[src/hdl/disjoint_range_table_core_macros.svh]
// assertion helpers for the range table
`ifndef DISJOINT_RANGE_TABLE_CORE_MACROS_SVH
`define DISJOINT_RANGE_TABLE_CORE_MACROS_SVH
`ifndef ASSERT_OFF
`define DRT_ASSERT_IMPL(label, clk, rst, ante, cons) \
  label: assert property (@(posedge clk) disable iff (rst) (ante) |-> (cons)) \
    else $error("range table check failed");
`define DRT_ASSERT_NEXT(label, clk, rst, ante, cons) \
  label: assert property (@(posedge clk) disable iff (rst) (ante) |=> (cons)) \
    else $error("range table sequence check failed");
`else
`define DRT_ASSERT_IMPL(label, clk, rst, ante, cons)
`define DRT_ASSERT_NEXT(label, clk, rst, ante, cons)
`endif
`endif

[src/hdl/drt_pkg.sv]
`default_nettype none
package drt_pkg;
  localparam int TABLE_ENTRIES = 16;
  localparam int ADDR_BITS     = 32;

  typedef enum logic [2:0] {
    CMD_INSERT    = 3'd0,
    CMD_REM_EXACT = 3'd1,
    CMD_REM_ADDR  = 3'd2,
    CMD_LOOKUP    = 3'd3,
    CMD_NEIGHBOR  = 3'd4,
    CMD_CLEAR     = 3'd5
  } cmd_t;

  localparam logic [2:0] ST_OK        = 3'd0;
  localparam logic [2:0] ST_OVERLAP   = 3'd1;
  localparam logic [2:0] ST_FULL      = 3'd2;
  localparam logic [2:0] ST_NOT_FOUND = 3'd3;
  localparam logic [2:0] ST_BAD_SIZE  = 3'd4;

  // broadcast request, addresses zero-extended to the widest setting
  typedef struct packed {
    logic [2:0]  cmd;
    logic [63:0] start;
    logic [63:0] len;
    logic [63:0] last;
    logic [63:0] probe;
  } req_t;

  // partial scan result passed from cell to cell
  typedef struct packed {
    logic [8:0]  count;
    logic        overlap;
    logic        free_found;
    logic [7:0]  free_idx;
    logic        match_found;
    logic [7:0]  match_idx;
    logic        sel_found;
    logic        sel_hit;
    logic [63:0] sel_start;
    logic [63:0] sel_len;
    logic [31:0] sel_tag;
    logic        above_found;
    logic [63:0] above_start;
  } carry_t;

  typedef struct packed {
    logic        set;
    logic        kill;
    logic        clr_all;
    logic [7:0]  idx;
    logic [63:0] start;
    logic [63:0] len;
    logic [31:0] tag;
  } wr_t;
endpackage
`default_nettype wire

[src/hdl/drt_cell.sv]
`default_nettype none
module drt_cell #(
  parameter int IDX       = 0,
  parameter int ADDR_BITS = drt_pkg::ADDR_BITS
) (
  input  wire           clk,
  input  wire           rst,
  input  drt_pkg::req_t req,
  input  drt_pkg::wr_t  wr,
  input  drt_pkg::carry_t cin,
  output drt_pkg::carry_t cout
);
  logic                 valid;
  logic [ADDR_BITS-1:0] start;
  logic [ADDR_BITS-1:0] len;
  logic [31:0]          tag;

  logic [63:0] es, el, elast;
  logic        cont, mine;
  drt_pkg::carry_t cout_next;

  assign es    = 64'(start);
  assign el    = 64'(len);
  assign elast = es + el - 64'd1;
  assign cont  = valid && (req.probe >= es) && ((req.probe - es) < el);
  assign mine  = (wr.idx == 8'(IDX));

  always_comb begin
    cout_next = cin;
    if (valid) begin
      cout_next.count = cin.count + 9'd1;
      if (es <= req.last && req.start <= elast) cout_next.overlap = 1'b1;
    end else if (!cin.free_found) begin
      cout_next.free_found = 1'b1;
      cout_next.free_idx   = 8'(IDX);
    end
    case (req.cmd)
      drt_pkg::CMD_REM_EXACT: begin
        if (valid && es == req.start && el == req.len && !cin.match_found) begin
          cout_next.match_found = 1'b1;
          cout_next.match_idx   = 8'(IDX);
        end
      end
      drt_pkg::CMD_REM_ADDR: begin
        if (cont && !cin.match_found) begin
          cout_next.match_found = 1'b1;
          cout_next.match_idx   = 8'(IDX);
        end
      end
      drt_pkg::CMD_LOOKUP: begin
        if (cont && !cin.sel_found) begin
          cout_next.sel_found = 1'b1;
          cout_next.sel_hit   = 1'b1;
          cout_next.sel_start = es;
          cout_next.sel_len   = el;
          cout_next.sel_tag   = tag;
        end
      end
      drt_pkg::CMD_NEIGHBOR: begin
        if (valid && es <= req.probe) begin
          if (!cin.sel_found || es > cin.sel_start) begin
            cout_next.sel_found = 1'b1;
            cout_next.sel_hit   = cont;
            cout_next.sel_start = es;
            cout_next.sel_len   = el;
            cout_next.sel_tag   = tag;
          end
        end else if (valid) begin
          if (!cin.above_found || es < cin.above_start) begin
            cout_next.above_found = 1'b1;
            cout_next.above_start = es;
          end
        end
      end
      default: begin
      end
    endcase
  end

  always_ff @(posedge clk) begin
    cout <= cout_next;
  end

  always_ff @(posedge clk) begin
    if (rst) begin
      valid <= 1'b0;
    end else if (wr.clr_all) begin
      valid <= 1'b0;
    end else if (wr.set && mine) begin
      valid <= 1'b1;
    end else if (wr.kill && mine) begin
      valid <= 1'b0;
    end
  end

  always_ff @(posedge clk) begin
    if (wr.set && mine) begin
      start <= ADDR_BITS'(wr.start);
      len   <= ADDR_BITS'(wr.len);
      tag   <= wr.tag;
    end
  end
endmodule
`default_nettype wire

[config.mk]
export PLATFORM = sky130hd
export DESIGN_NAME = drt_cell
export DESIGN_NICKNAME = d
export VERILOG_FILES = /design/src/hdl/disjoint_range_table_core_macros.svh /design/src/hdl/drt_pkg.sv /design/src/hdl/drt_cell.sv
export SDC_FILE = /design/constraint.sdc
export NUM_CORES = 1
export LEC_CHECK = 0
export BUFFER_PORTS_ARGS = -buffer_cell sky130_fd_sc_hd__buf_2
export CAP_MARGIN = 20
export CORE_AREA = 4 4 370 372
export CTS_CLUSTER_SIZE = 28
export DETAILED_ROUTE_END_ITERATION = 6
export DIE_AREA = 0 0 374 376
export PLACE_DENSITY = 0.37
export SLEW_MARGIN = 20
export SYNTH_ARGS = -nofsm -noshare
export SYNTH_HDL_FRONTEND = slang
export SYNTH_SLANG_ARGS = --single-unit
[constraint.sdc]
create_clock -name clk -period 19.64 [get_ports clk]
set_input_delay 0.982 -clock clk [delete_from_list [all_inputs] [get_ports clk]]
set_output_delay 0.982 -clock clk [all_outputs]
set_load 0.005 [all_outputs]
# Yosys cells after proc, flatten, opt, wreduce, memory -nomap -nowiden
# Cells that the tools add are included.
# word_totals
reg_bits	352
inputBits	687
output_inout_bits	255
word_cells	70
# op_classes
add_sub_neg	4
n_lt_le_gt_ge	7
n_eq_ne	6
muxes	17
reduce_logical	19
# op_table
operator	count
$mux 162	3
$pmux 162 s2	1
$mux 65	4
$eq 32x64->1	2
$le 32x64->1	2
$ge 64x32->1	1
$gt 32x64->1	1
$le 64x64->1	1
$lt 32x64->1	1
$lt 64x32->1	1
$sub 64x32->64	1
$sub 33x1->34 const B	1
$add 32x32->33	1
$mux 9	3
$pmux 9 s2	1
$logic_and 1x1->1	11
$mux 10	1
$add 9x1->9 const B	1
$logic_not 8->1	1
$mux 8	1
$eq 3x2->1 const B	2
$eq 3x1->1 const B	1
$eq 3x3->1 const B	1
$logic_not 1->1	3
other kinds (4)	7

# Depth between registers and ports, before layout
# Gate-level depths: netlist of the first run.
# logic_depth
depth_word	6
ltp_mapped	29
mapped_depth_nobuf	29

# Worst setup path before layout of the first run
# No wires, ideal clock.
# synth_path
kind	flip-flop to flip-flop
startpoint	register start[1]
endpoint	register cout[245] in the netlist's numbering
setup_time_ns	0.079
arrival_ns	6.665
required_time_ns	19.561
slack_ns	12.895
path_stages_with_launch	30
path_buffers	0
period_less_slack_ns	6.745
cell_sequence	edfxtp_1 inv_1 ha_1 inv_1 ha_1 inv_1 fa_1 nor2b_1 o21ai_0 a21oi_1 o2111ai_1 a31oi_1 o21ai_0 a41oi_1 or4_1 a31o_2 a21oi_1 o21ai_0 ha_1 a21o_1 a21oi_1 nor2b_1 o21ai_0 nand2b_1 a21oi_1 nor2b_1 o21ai_0 nor4bb_1 o21ai_0 a22oi_1
# synth_rtl
item	line_no	rtl
start: declaration	drt_cell.sv:14	logic [ADDR_BITS-1:0] start;
start signal: assignment	drt_cell.sv:98	start <= ADDR_BITS'(wr.start);
end signal: assignment	drt_cell.sv:81	cout <= cout_next;
end: declaration	drt_cell.sv:11	output drt_pkg::carry_t cout

==> results of run 1 <==
[flip-flops by register name (all words and copies together) (netlist names)]
register  count
cout        255
len          32
start        32
tag          32
valid         1
[Yosys cell counts (all sizes together), types with 40 or more instances]
library cell	count
ha	286
inv	258
dfxtp	256
a21oi	122
and2	102
nand2	101
o21ai	101
nor2	97
edfxtp	96
nand4	96
nor4	74
mux2	68
mux2i	66
xnor2	63
a21o	55
xor2	53
nand3	46
nor2b	43
nor3	40
[how the worst max path moves through the flow]
stage	startpoint	to	slack, ns
detailed placement	start[13]	cout[161]	11.71
CTS	start[13]	cout[161]	11.67
global placement	req[17]	cout[161]	11.69
floorplan	start[1]	cout[245]	12.90
finish	start[13]	cout[69]	11.65
global route	start[13]	cout[69]	11.19
[cell type report]
type                            instances  area, um^2
Fill cell                           14900      103000
Multi-Input combinational cell       1658       12700
Clock buffer                           70        1400
Tap cell                             1768        2210
Inverter                              258         968
Sequential cell                       352        8010
Antenna cell                           32        80.1
Clock inverter                         16         185
Timing Repair Buffer                  906        4610
[stage by stage]
step | total power (uW) | setup WS [ns]
2_1_floorplan | 915 | 12.90
3_3_place_gp | 1070 | 11.69
3_5_place_dp | 1070 | 11.71
4_1_cts | 1980 | 11.67
5_1_grt | 2040 | 11.19
6_report | 1940 | 11.65
[cells by family (layout without fill, tap and decap cells)]
family / Yosys count / after routing
other: 0 / 32
AOI/OAI and AO/OA: 427 / 427
buffers and inverters: 308 / 1250
and+or+nand+nor: 693 / 693
adders and majority gates: 288 / 288
xor gates and xnor gates: 116 / 116
muxes: 134 / 134
DFF: 352 / 352
[worst max-delay path: cells and delay by family (launching register included)]
kind | cells | cell delay [ns]
mux | 1 | 0.41
flops | 1 | 0.67
buf+inv | 3 | 1.23
compound gates | 7 | 1.83
simple gates | 10 | 2.71
xor+xnor | 1 | 0.17
fa+ha+maj | 2 | 0.71
[layer usage]
layer	share of wire, %	up-vias	wire length [um]	GRT usage, %
li1	-	10200	-	-
met1	39	9899	50300	20.1
met2	50	764	64200	31.5
met3	7.9	215	10200	5.35
met4	2.7	50	3400	4.48
met5	0.24	-	314	0
[power breakdown]
part | internal, uW | switching, uW
Sequential | 773 | 6.96
Combinational | 128 | 146
Clock | 522 | 363
==> flow_metrics.tcl, run 1 <==
set metrics [dict create \
    status "complete, no violations" \
    dp.cells 4942 \
    critPathRequiredTime_ns 20.14 \
    cts_resized 0 \
    whs_ns 0.468 \
    clk_latency_ns 0.63 \
    synth-main-ff-cell "dfxtp_1" \
    stdcell_area_um2 30100 \
    ios 942 \
    setup_viol 0 \
    final_util_pct 22.6 \
    tightest_slew_ns 1.30 \
    area_delta_synth_final_pct 38.0 \
    grt_pass1_vias 21700 \
    timing.final.max_slew_violations 0 \
    synthCells 2318 \
    arrival_ns 8.49 \
    vias_per_cell 4.18 \
    period_minus_slack_ns 7.99 \
    cp-end-kind "register" \
    ys_warn_count 0 \
    placedInstanceArea_um2 28500 \
    grt_overflow 0 \
    reg2reg_depth 24 \
    route.detailed.drc 0 \
    fin_crit_sh_pct 40.7 \
    final_cells 5060 \
    core_um2 133000 \
    syn_area_um2 21800 \
    clock_skew_ns 0.0298 \
    synth.area.top_cells "dfxtp_1, ha_1, edfxtp_1, inv_1, mux2_2" \
    ys_seq_elements 352 \
    drtPass1Iterations 5 \
    crit_fanout 75 \
    yosys.area_share.simple_pct 17.6 \
    cts_num_sinks 352 \
    slowest_delay_ns 0.67 \
    yosysTopAreaCellShare_pct 23.5 \
    clk_pin_slew_worst_paths_ns 0.06 \
    die_h_um 376 \
    syn_nets 3293 \
    cts_buffers 46 \
    synth_compound_area_share_pct 12.5 \
    grt.total_usage_pct 17.5 \
    avgSynthCellArea_um2 9.42 \
    io_buffers 877 \
    layout_common_cells "buf_2, ha_1, inv_1" \
    r2r_slack_ns 11.65 \
    cts_buffer_depth 3 \
    synth_top_family_by_area "simple AND/OR/NAND/NOR gates" \
    drtAntennaViolNets 0 \
    grt_max_degree 76 \
    postCtsSetupBuffers 0 \
    fin_tns_setup_ns 0 \
    grt_setup_unrepaired "no" \
    peakVddDrop_uv 51.3 \
    die_area_um2 141000 \
    synthXorXnorAreaFrac_pct 4.65 \
    min_from "tag[17]" \
    crit_chain "inv_1 > ha_1 > a21oi_1 > o21ai_0 > nor2_1 > nor4bb_1 > nor2_1 > a21oi_1 > o21ai_0 > xor2_1 > ha_1 > a21oi_1 > nor2b_1 > o21ai_0 > nand3_1 > nor4_1 > nand3_1 > nor4_1 > nand4_1 > or4_1 > o31a_2 > buf_4 > buf_4 > mux2_4" \
    hold_viol_final 0 \
    grt_pass1_wl_mm 172 \
    yosys.area.top_type "dfxtp_1" \
    gp_congestion 0.871 \
    htree_num_levels 2 \
    cts_tree "built" \
    synthArstFlopShare_pct 0 \
    whs_endpoint "cout[82]" \
    hp-class "reg2reg" \
    crit_type "reg2reg" \
    power-per-cell-area_nw_per_um2 64.3 \
    synthAdderAreaFrac_pct 16.6 \
    r2r_start "start[13]" \
    drtIter0Drc 1091 \
    r2r_end "cout[69]" \
    slew_headroom_pct 12.7 \
    worstSetupStartpointType "register" \
    crit_path_top_delay_cell "edfxtp_1" \
    final_common_cell "buf_2" \
    hold_buffers 0 \
    synth_mux_area_share_pct 6.62 \
    dp_hpwl_mm 112 \
    whs_path_depth 1 \
    clockRootBuffer "clkbuf_16" \
    vias 21200 \
    die_x_um 374 \
    synth_cell_types 78 \
    max_freq_mhz 125 \
    routedWlPerCell_um 25.4 \
    drive_gt1_share_pct 33.2 \
    cap_violations 0 \
    row_count 134 \
    antenna_found_initial 105 \
    nets 4197 \
    synth_edf_count 96 \
    synth-seq-area-share_pct 36.7 \
    initial_core_util_pct 16.4 \
    routed_wl_mm 128 \
    p_leak_uw 0.0143 \
]
No activity file was read; power rests on OpenSTA's default activity.
==> run 2, diff against run 1 <==
--- a/config.mk
+++ b/config.mk
@@ -7,11 +7,11 @@
 export LEC_CHECK = 0
 export BUFFER_PORTS_ARGS = -buffer_cell sky130_fd_sc_hd__buf_2
 export CAP_MARGIN = 20
-export CORE_AREA = 4 4 370 372
+export CORE_AREA = 4 4 363 365
 export CTS_CLUSTER_SIZE = 28
 export DETAILED_ROUTE_END_ITERATION = 6
-export DIE_AREA = 0 0 374 376
-export PLACE_DENSITY = 0.37
+export DIE_AREA = 0 0 367 369
+export PLACE_DENSITY = 0.39
 export SLEW_MARGIN = 20
 export SYNTH_ARGS = -nofsm -noshare
 export SYNTH_HDL_FRONTEND = slang
==> constraint.sdc (replaced) <==
create_clock -name clk -period 6.6 [get_ports clk]
set_input_delay 0.33 -clock clk [delete_from_list [all_inputs] [get_ports clk]]
set_output_delay 0.33 -clock clk [all_outputs]
set_load 0.005 [all_outputs]
==> run 2 against run 1 <==
Clock skew rose by 0.013 ns. Power rose to 3.1 times the previous value. Register-to-register slack got worse by 11 ns. Core utilization rose by 4.6 points. Global-route usage rose by 1.4 points. Critical endpoint is now cout[113]. Largest cell class unchanged. Highest routed layer unchanged.
==> flow_metrics.tcl, run 2 (synthesized netlist as in run 1, its figures left out) <==
set metrics [dict create \
    status "complete, no violations" \
    postCtsSetupBuffers 0 \
    drtPass1Iterations 5 \
    fin_total_pwr_uw 6040 \
    fin_tns_setup_ns 0 \
    clock_skew_ns 0.0428 \
    placedInstanceArea_um2 29900 \
    worst_path_most_repeated_cell "buf_4" \
    timing.final.max_slew_violations 0 \
    layout_common_cells "buf_2, dlygate4sd3_1, ha_1" \
    grt_pass1_vias 24500 \
    grt.total_usage_pct 18.9 \
    drtIter0Drc 1175 \
    max_freq_mhz 158 \
    die_h_um 369 \
    antenna_found_initial 72 \
    power-per-cell-area_nw_per_um2 172 \
    die_x_um 367 \
    grt_overflow 0 \
    io_buffers 877 \
    initial_core_util_pct 17.0 \
    routedWlPerCell_um 24.2 \
    grt_pass1_wl_mm 182 \
    ios 942 \
    arrival_ns 6.83 \
    grt_setup_unrepaired "no" \
    cts_buffer_depth 3 \
    cts_num_sinks 352 \
    peakVddDrop_uv 212 \
    route.detailed.drc 0 \
    grt_max_degree 63 \
    routed_wl_mm 133 \
    htree_num_levels 2 \
    core_um2 129000 \
    critPathRequiredTime_ns 7.10 \
    fillers 14000 \
    reg2reg_depth 29 \
    multiInputGateArea_um2 12700 \
    p_leak_uw 0.0167 \
    hp-class "in2reg" \
    r2r_end "cout[113]" \
    final_common_cell "buf_2" \
    clk_latency_ns 0.64 \
    crit_type "reg2reg" \
    fin_crit_sh_pct 95.9 \
    stdcell_area_um2 35100 \
    crit_fanout 52 \
    gp_congestion 0.886 \
    vias_per_cell 4.22 \
    largest_reg_flops 255 \
    vias 23200 \
    setup_viol 0 \
    hold_viol_final 0 \
    clockRootBuffer "clkbuf_16" \
    critPathCapture "cout[113]" \
    row_count 132 \
    cts_tree "built" \
    top_register "cout" \
    tightest_slew_ns 1.07 \
    period_minus_slack_ns 6.33 \
    cts_buffers 48 \
    drtAntennaViolNets 0 \
    crit_path_top_delay_cell "or4_1" \
    regArea_um2 8010 \
    pre_cts_ws_ns 0.107 \
    cp-end-kind "register" \
    slowest_delay_ns 0.49 \
    dp_hpwl_mm 116 \
    cap_violations 0 \
    die_area_um2 135000 \
    drive_gt1_share_pct 33.4 \
    clk_pin_slew_worst_paths_ns 0.06 \
    worstSetupStartpointType "register" \
    crit_start "start[17]" \
    r2r_slack_ns 0.27 \
    nets 4740 \
    area_delta_synth_final_pct 60.7 \
    layout_setup_ws_ns 0.270 \
    r2r_start "start[17]" \
    slew_headroom_pct 28.4 \
]
## run 2: cell types whose count changed in the layout (fill, tap and decap cells not counted), moves of 2 or more
cell	previous run	this run
clkbuf_8	14	4
dlygate4sd3_1	0	350
clkbuf_16	47	49
o21ai_0	98	95
buf_4	29	210
o21ai_1	2	4
inv_6	1	4
clkinv_1	1	3
buf_12	0	10
clkbuf_1	9	13
## run 2: worst min path at each step
stage / endpoint / slack, ns / start / cells past startpoint
floorplan: valid / 0.41 / rst / 1
global placement: cout[90] / 0.45 / tag[25] / 1
detailed placement: cout[88] / 0.46 / tag[23] / 1
CTS: cout[7] / 0.0003 / cin[7] / 3
global route: cout[22] / 0.03 / cin[22] / 3
finish: cout[14] / 0.04 / cin[14] / 3
## run 2: timing repair
item | CTS | global route
endpoints found under the setup margin | 0 | 55
gates resized for setup | 0 | 9
endpoints found under the hold margin | 338 | 0
hold buffers | 350 | 0
## run 2: area by class of cell
| type | count | share of cell area (%) |
|---|---|---|
| Multi-Input combinational cell | 1658 | 36.2 |
| Timing Repair Buffer | 1447 | 27.6 |
| Sequential cell | 352 | 22.8 |
| Tap cell | 1675 | 5.97 |
| Clock buffer | 66 | 3.79 |
| Inverter | 258 | 2.77 |
| Clock inverter | 20 | 0.667 |
| Antenna cell | 31 | 0.221 |
## run 2: where the power goes
part	switching, uW	total [uW]	internal [uW]
sequential	21.6	2320	2300
clock	1120	2660	1540
combinational	499	1050	555
total	1640	6040	4390
## run 2: worst max-delay path: cells and delay by family, from the launching register on
kind	cells	cell delay [ns]
mux	1	0.25
fa+ha+maj	2	0.48
buf+inv	8	1.46
xor+xnor	1	0.17
simple gates	10	2.03
flops	1	0.37
compound gates	7	1.36
## run 2: through the flow
stage,hold WS (ns),util (%),std cells
2_1_floorplan,0.407,-,2318
3_3_place_gp,0.451,23.2,5040
5_1_grt,0.0341,27.2,5484
4_1_cts,0.000324,27.2,5476
3_5_place_dp,0.458,23.2,5040
6_report,0.0415,27.2,5507
## run 2: layer usage
layer | global-route usage [%] | vias to the layer above | part of all wire, % | wire [um]
met5 | 0 | - | 0.19 | 248
met4 | 4.85 | 40 | 2.6 | 3510
met3 | 5.08 | 182 | 6.8 | 9020
met2 | 34.0 | 749 | 49 | 66000
met1 | 22.2 | 11000 | 41 | 54600
li1 | - | 11300 | - | -
